==> src/hsv2rgb_pkg.sv <==
// Package: word types and constants for the HSV to RGB converter.
package hsv2rgb_pkg;

	// Input word: hue as Q0.16 turn, saturation and brightness as 8-bit levels
	typedef struct packed {
		logic [15:0] hue;
		logic [7:0]  saturation;
		logic [7:0]  brightness;
	} hsv_t;

	// Output word: PWM compare levels
	typedef struct packed {
		logic [7:0] red;
		logic [7:0] green;
		logic [7:0] blue;
	} rgb_t;

	// Full scale of sat*x: 255 * 65536
	localparam logic [23:0] UNITY_Q16 = 24'd16711680;

	// Reciprocal of 255: floor(m / 255) = (m * 0x8081) >> 23 for any 16-bit m
	localparam logic [15:0] RECIP_255 = 16'h8081;
	localparam int unsigned RECIP_SHIFT = 23;

	// Hue sectors, named by the color span they cover
	localparam logic [2:0] SECT_RED_YELLOW    = 3'd0;
	localparam logic [2:0] SECT_YELLOW_GREEN  = 3'd1;
	localparam logic [2:0] SECT_GREEN_CYAN    = 3'd2;
	localparam logic [2:0] SECT_CYAN_BLUE     = 3'd3;
	localparam logic [2:0] SECT_BLUE_MAGENTA  = 3'd4;
	localparam logic [2:0] SECT_MAGENTA_RED   = 3'd5;

endpackage

==> src/hsv_to_rgb_converter.sv <==
// Top level: six-stage pipelined HSV to RGB converter with valid/ready channels.
// Pipeline depth: six register stages between the input handshake and the output.
// Throughput: one word per cycle while rgb_ready holds; each stage has its own valid bit and enable,
// so bubbles close up behind a stalled output and stalls lose nothing.
// Stages: sector split, sat*frac multiply, level terms, val multiply,
// divide by 255 via reciprocal multiply, channel select into output register.
// Reset clears all stage valid bits; payload registers are not reset.
module hsv_to_rgb_converter (
	input  logic               clk,
	input  logic               arst_n,
	input  logic               hsv_valid,
	output logic               hsv_ready,
	input  hsv2rgb_pkg::hsv_t  hsv,
	output logic               rgb_valid,
	input  logic               rgb_ready,
	output hsv2rgb_pkg::rgb_t  rgb
);
	import hsv2rgb_pkg::*;

	// Stage valid bits
	logic v_s1, v_s2, v_s3, v_s4, v_s5, v_s6;
	// Stage enables
	logic en1, en2, en3, en4, en5, en6;

	// Stage 1 payload
	logic [2:0]  sector_s1;
	logic [15:0] frac_s1;
	logic [7:0]  sat_s1;
	logic [7:0]  val_s1;
	// Stage 2 payload
	logic [2:0]  sector_s2;
	logic [23:0] sf_s2;
	logic [7:0]  sat_s2;
	logic [7:0]  val_s2;
	// Stage 3 payload
	logic [2:0]  sector_s3;
	logic [23:0] ap_s3, aq_s3, at_s3;
	logic [7:0]  val_s3;
	// Stage 4 payload
	logic [2:0]  sector_s4;
	logic [15:0] mp_s4, mq_s4, mt_s4;
	logic [7:0]  val_s4;
	// Stage 5 payload
	logic [2:0]  sector_s5;
	logic [7:0]  lp_s5, lq_s5, lt_s5;
	logic [7:0]  val_s5;
	// Stage 6 payload
	rgb_t        rgb_s6;

	// Combinational terms
	logic [18:0] turn6;
	logic [31:0] np, nq, nt;
	logic [31:0] dp, dq, dt;
	rgb_t        rgb_sel;

	// Advance a stage when it is empty or the next stage advances
	assign en6 = !v_s6 || rgb_ready;
	assign en5 = !v_s5 || en6;
	assign en4 = !v_s4 || en5;
	assign en3 = !v_s3 || en4;
	assign en2 = !v_s2 || en3;
	assign en1 = !v_s1 || en2;

	assign hsv_ready = en1;
	assign rgb_valid = v_s6;
	assign rgb       = rgb_s6;

	// Move valid bits along the pipe
	always_ff @(posedge clk or negedge arst_n) begin
		if (!arst_n) begin
			v_s1 <= 1'b0;
			v_s2 <= 1'b0;
			v_s3 <= 1'b0;
			v_s4 <= 1'b0;
			v_s5 <= 1'b0;
			v_s6 <= 1'b0;
		end else begin
			if (en1) v_s1 <= hsv_valid;
			if (en2) v_s2 <= v_s1;
			if (en3) v_s3 <= v_s2;
			if (en4) v_s4 <= v_s3;
			if (en5) v_s5 <= v_s4;
			if (en6) v_s6 <= v_s5;
		end
	end

	// Stage 1: split hue*6 into sector and fraction
	assign turn6 = {1'b0, hsv.hue, 2'b00} + {2'b00, hsv.hue, 1'b0};

	always_ff @(posedge clk) begin
		if (en1) begin
			sector_s1 <= turn6[18:16];
			frac_s1   <= turn6[15:0];
			sat_s1    <= hsv.saturation;
			val_s1    <= hsv.brightness;
		end
	end

	// Stage 2: saturation times fraction
	always_ff @(posedge clk) begin
		if (en2) begin
			sector_s2 <= sector_s1;
			sf_s2     <= 24'(sat_s1) * 24'(frac_s1);
			sat_s2    <= sat_s1;
			val_s2    <= val_s1;
		end
	end

	// Stage 3: form 255*65536 - sat*x for x = 1, frac, 1 - frac
	always_ff @(posedge clk) begin
		if (en3) begin
			sector_s3 <= sector_s2;
			ap_s3     <= UNITY_Q16 - {sat_s2, 16'h0000};
			aq_s3     <= UNITY_Q16 - sf_s2;
			at_s3     <= UNITY_Q16 - {sat_s2, 16'h0000} + sf_s2;
			val_s3    <= val_s2;
		end
	end

	// Stage 4: scale by value, keep the integer part over 65536
	assign np = 32'(val_s3) * 32'(ap_s3);
	assign nq = 32'(val_s3) * 32'(aq_s3);
	assign nt = 32'(val_s3) * 32'(at_s3);

	always_ff @(posedge clk) begin
		if (en4) begin
			sector_s4 <= sector_s3;
			mp_s4     <= np[31:16];
			mq_s4     <= nq[31:16];
			mt_s4     <= nt[31:16];
			val_s4    <= val_s3;
		end
	end

	// Stage 5: divide by 255 through the reciprocal
	assign dp = 32'(mp_s4) * 32'(RECIP_255);
	assign dq = 32'(mq_s4) * 32'(RECIP_255);
	assign dt = 32'(mt_s4) * 32'(RECIP_255);

	always_ff @(posedge clk) begin
		if (en5) begin
			sector_s5 <= sector_s4;
			lp_s5     <= dp[RECIP_SHIFT +: 8];
			lq_s5     <= dq[RECIP_SHIFT +: 8];
			lt_s5     <= dt[RECIP_SHIFT +: 8];
			val_s5    <= val_s4;
		end
	end

	// Stage 6: route levels to channels by sector
	always_comb begin
		rgb_sel.red   = val_s5;
		rgb_sel.green = val_s5;
		rgb_sel.blue  = val_s5;
		case (sector_s5)
			SECT_YELLOW_GREEN: begin
				rgb_sel.red  = lq_s5;
				rgb_sel.blue = lp_s5;
			end
			SECT_GREEN_CYAN: begin
				rgb_sel.red  = lp_s5;
				rgb_sel.blue = lt_s5;
			end
			SECT_CYAN_BLUE: begin
				rgb_sel.red   = lp_s5;
				rgb_sel.green = lq_s5;
			end
			SECT_BLUE_MAGENTA: begin
				rgb_sel.red   = lt_s5;
				rgb_sel.green = lp_s5;
			end
			SECT_MAGENTA_RED: begin
				rgb_sel.green = lp_s5;
				rgb_sel.blue  = lq_s5;
			end
			default: begin
				rgb_sel.green = lt_s5;
				rgb_sel.blue  = lp_s5;
			end
		endcase
	end

	always_ff @(posedge clk) begin
		if (en6) begin
			rgb_s6 <= rgb_sel;
		end
	end

endmodule
==> config.mk <==
export PLATFORM = sky130hd
export DESIGN_NAME = hsv_to_rgb_converter
export DESIGN_NICKNAME = d
export VERILOG_FILES = /design/src/hsv2rgb_pkg.sv /design/src/hsv_to_rgb_converter.sv
export SDC_FILE = /design/constraint.sdc
export NUM_CORES = 2
export LEC_CHECK = 0
export CORE_ASPECT_RATIO = 1.2
export CORE_MARGIN = 4
export CORE_UTILIZATION = 50
export CTS_CLUSTER_DIAMETER = 100
export DETAILED_ROUTE_END_ITERATION = 10
export DONT_BUFFER_PORTS = 1
export GPL_TIMING_DRIVEN = 0
export PLACE_DENSITY = 0.74
export SLEW_MARGIN = 10
export SYNTH_ARGS = -nofsm -noshare
export SYNTH_HDL_FRONTEND = slang
export SYNTH_SLANG_ARGS = --single-unit
==> constraint.sdc <==
create_clock -name clk -period 7 [get_ports clk]
set_input_delay 0.35 -clock clk [delete_from_list [all_inputs] [get_ports clk]]
set_output_delay 0.35 -clock clk [all_outputs]
set_load 0.005 [all_outputs]
==> results.cfg <==
[global_route]
antenna_violations_before_repair = 1
pin_count_of_the_biggest_net_entering_global_routing = 66
grt.overflow.total = 0
grt_util_all_layers = 0.235
grt_first_pass_wirelength_um = 118000
vias_in_the_first_global_route = 22406

[placed_design]
placed_cell_area_um2 = 30600
post-place-ws_ns = 0.502
io_buffer_count = 0
post-dp-hpwl_um = 58600
globalplace.congestion = 0.962

[timing]
setup_total_negative_slack_ns = 0
setup_violations = 0
finalClockSkew_ns = 0.0206
post-route-period-util = 0.936
drv_slew = 0
timing.final.ws_setup_ns = 0.451
tightestPinTransition_ns = 1.05
period_needed_ns = 6.55
rsz0062_at_grt = no
finalHoldViolations = 0
relSlewSlack = 0.296
fmaxAchievable_mhz = 153

[final_layout]
fillers = 4957
mostFrequentLayoutCell = inv_1
net_count_reported_at_finish = 3630
post_route_cells_drive_above_1_share = 0.0259
final_cell_mix = inv_1 (396), ha_1 (394), and2_1 (377), fa_1 (366), edfxtp_1 (258)
finalInstanceArea_um2 = 31800
fin_util = 0.544
syn2layout_area_growth_pct = 7.88

[clock_tree]
cts.root.buffer_cell = clkbuf_16
max-clock-path-buffers = 3
tritoncts = done
cts.sink_count = 264
depth_of_the_cts_h_tree = 1
holdBufCountCts = 21
post_cts.resized_instances = 0
clk-insertion-delay-late_ns = 0.59
inserted_clock_buffers = 30
post_cts.repair.setup_buffers = 0
cts.reportedPaths.clkPinSlew_ns = 0.06

[drt]
drcViolationCount = 0
route.vias.total = 20247
drtAntennaViolNets = 0
vias_per_cell = 5.55
post_drt_wl_per_cell_um = 19.8
detailedRoute.firstIterationViolations = 1062
drt_pre_antenna_iters = 5
routed_wl_um = 72400

[setup_path]
critical_path_start_type = flip-flop
crit_path_end_kind = flip-flop
worst_path_max_delay_cell = edfxtp_1
timing.critical_path.fanout_max = 10
cp_data_arrival_time_ns = 6.87
critical_path.top_delay_family = adder cells
slowest_delay_ns = 0.74
number_of_buffer_and_inverter_instances_along_the_worst_setup_path = 2
critical-path-top-cell-by-count = fa_1
critical_path_required_ns = 7.32
category_of_the_most_critical_setup_path = flip-flop to flip-flop
crit_chain = clkbuf_1 -> nand2_1 -> fa_1 -> fa_1 -> inv_1 -> fa_1 -> fa_1 -> ha_1 -> a2111oi_0 -> o21a_1 -> or3_1 -> a21oi_1 -> nor3_1 -> nor3_1 -> a2111oi_0 -> xnor2_1

[floorplanning]
die_h_um = 274
pin_count = 62
fp.dieArea_um2 = 62900
initial_core_util = 0.504
chipWidth_um = 230
placement_rows = 97
placeableCoreArea_um2 = 58400

[synthesis]
synth_seq_area_share = 0.268
postSynthNetCount = 3573
synth_flop_cell = edfxtp_1
ys_ff_latch = 264
synth_cell_types = 64
synthesis.area_um2 = 29400
syn-instance-count = 2777
synth_edf_count = 258
synthArstFlopShare = 0.0227
yosysWarningCount = 0
avgSynthCellArea_um2 = 10.6

[worst_hold_path]
timing.hold.worst.class = input pin to async pin

[outcome]
outcome = finished clean

[run]
maxCapViolations = 0
==> metal layers <==
| layer | track usage | vias to the layer above | part of all wire |
|---|---|---|---|
| met5 | 0 | - | 0.000097 |
| met4 | 0.127 | 2 | 0.060 |
| met2 | 0.436 | 692 | 0.52 |
| met3 | 0.0364 | 198 | 0.056 |
| li1 | - | 9303 | - |
| met1 | 0.258 | 10052 | 0.36 |
==> cell usage after synthesis, types with 6 or more instances <==
cell / instances / area share
o21a_1: 8 / 0.0020
o211ai_1: 8 / 0.0020
a222oi_1: 8 / 0.0027
a221oi_1: 9 / 0.0027
ha_1: 394 / 0.17
o21bai_1: 8 / 0.0020
or3_1: 12 / 0.0025
inv_1: 397 / 0.051
clkbuf_1: 61 / 0.0078
o21ai_0: 43 / 0.0073
a21oi_1: 112 / 0.019
edfxtp_1: 258 / 0.26
nand3_1: 35 / 0.0059
a221o_1: 8 / 0.0027
a31oi_1: 11 / 0.0023
nand2_1: 254 / 0.032
xor2_1: 45 / 0.013
nor2b_1: 12 / 0.0025
a21o_1: 40 / 0.010
nand2b_1: 11 / 0.0023
nor2_1: 93 / 0.012
or2_2: 6 / 0.0013
o31ai_1: 6 / 0.0015
a211oi_1: 6 / 0.0015
and2_1: 377 / 0.080
fa_1: 366 / 0.25
nor3_1: 25 / 0.0042
xnor2_1: 66 / 0.020
nor4_1: 8 / 0.0017
and3_1: 12 / 0.0025
a31o_2: 6 / 0.0018
dfrtp_1: 6 / 0.0051
==> through the flow <==
step / instances / hold WS (ns)
floorplan: 2777 / 0.0544
CTS: 3649 / 0.0914
detailed placement: 3573 / 0.0547
global placement: 3569 / 0.0546
finish: 3651 / 0.127
global route: 3649 / 0.119
==> kinds of logic after synthesis <==
| kind of cell | synth area share |
|---|---|
| and+or+nand+nor | 0.153 |
| buffers and inverters | 0.0589 |
| AOI/OAI and AO/OA | 0.0699 |
| muxes | 0.00102 |
| DFF | 0.268 |
| adders and majority gates | 0.416 |
| xor gates and xnor gates | 0.0330 |
==> worst register-to-register path: stages (launching register included) <==
cell and delay, ns:
edfxtp_1 0.74, clkbuf_1 0.60, nand2_1 0.37, fa_1 0.56, fa_1 0.50, inv_1 0.05, fa_1 0.50, fa_1 0.43
ha_1 0.32, a2111oi_0 0.52, o21a_1 0.26, or3_1 0.19, a21oi_1 0.14, nor3_1 0.39, nor3_1 0.12, a2111oi_0 0.50
xnor2_1 0.11
==> registers in the layout (all words and copies together), names as in the netlist, 15 cells and up <==
name / cells
aq_s3: 23
at_s3: 22
frac_s1: 15
mp_s4: 16
mq_s4: 16
mt_s4: 16
rgb: 24
sf_s2: 23
==> cell type report <==
| class | instances | area, um^2 | area share |
|---|---|---|---|
| Sequential cell | 264 | 7900 | 0.249 |
| Clock inverter | 22 | 213 | 0.00670 |
| Multi-Input combinational cell | 2051 | 19800 | 0.625 |
| Buffer | 65 | 245 | 0.00772 |
| Tap cell | 792 | 991 | 0.0312 |
| Inverter | 397 | 1490 | 0.0470 |
| Clock buffer | 33 | 783 | 0.0247 |
| Timing Repair Buffer | 25 | 298 | 0.00937 |
| Antenna cell | 2 | 5.00 | 0.000158 |
==> worst paths after layout <==
path / startpoint / endpoint / slack [ns] / cells past startpoint
min in group clk: hsv[31] / sector_s1[2] / 0.13 / 3
hold / removal: arst_n / rgb_valid / 0.13 / 1
max in group asynchronous: arst_n / v_s5 / 6.59 / 1
hold reg to reg: val_s4[5] / val_s5[5] / 0.42 / 0
setup reg to reg: val_s3[7] / mt_s4[15] / 0.45 / 16
setup / recovery: val_s3[7] / mt_s4[15] / 0.45 / 16
Power is not shown: default switching activity piles up to over one toggle a cycle in this logic, so the estimate is an artifact.
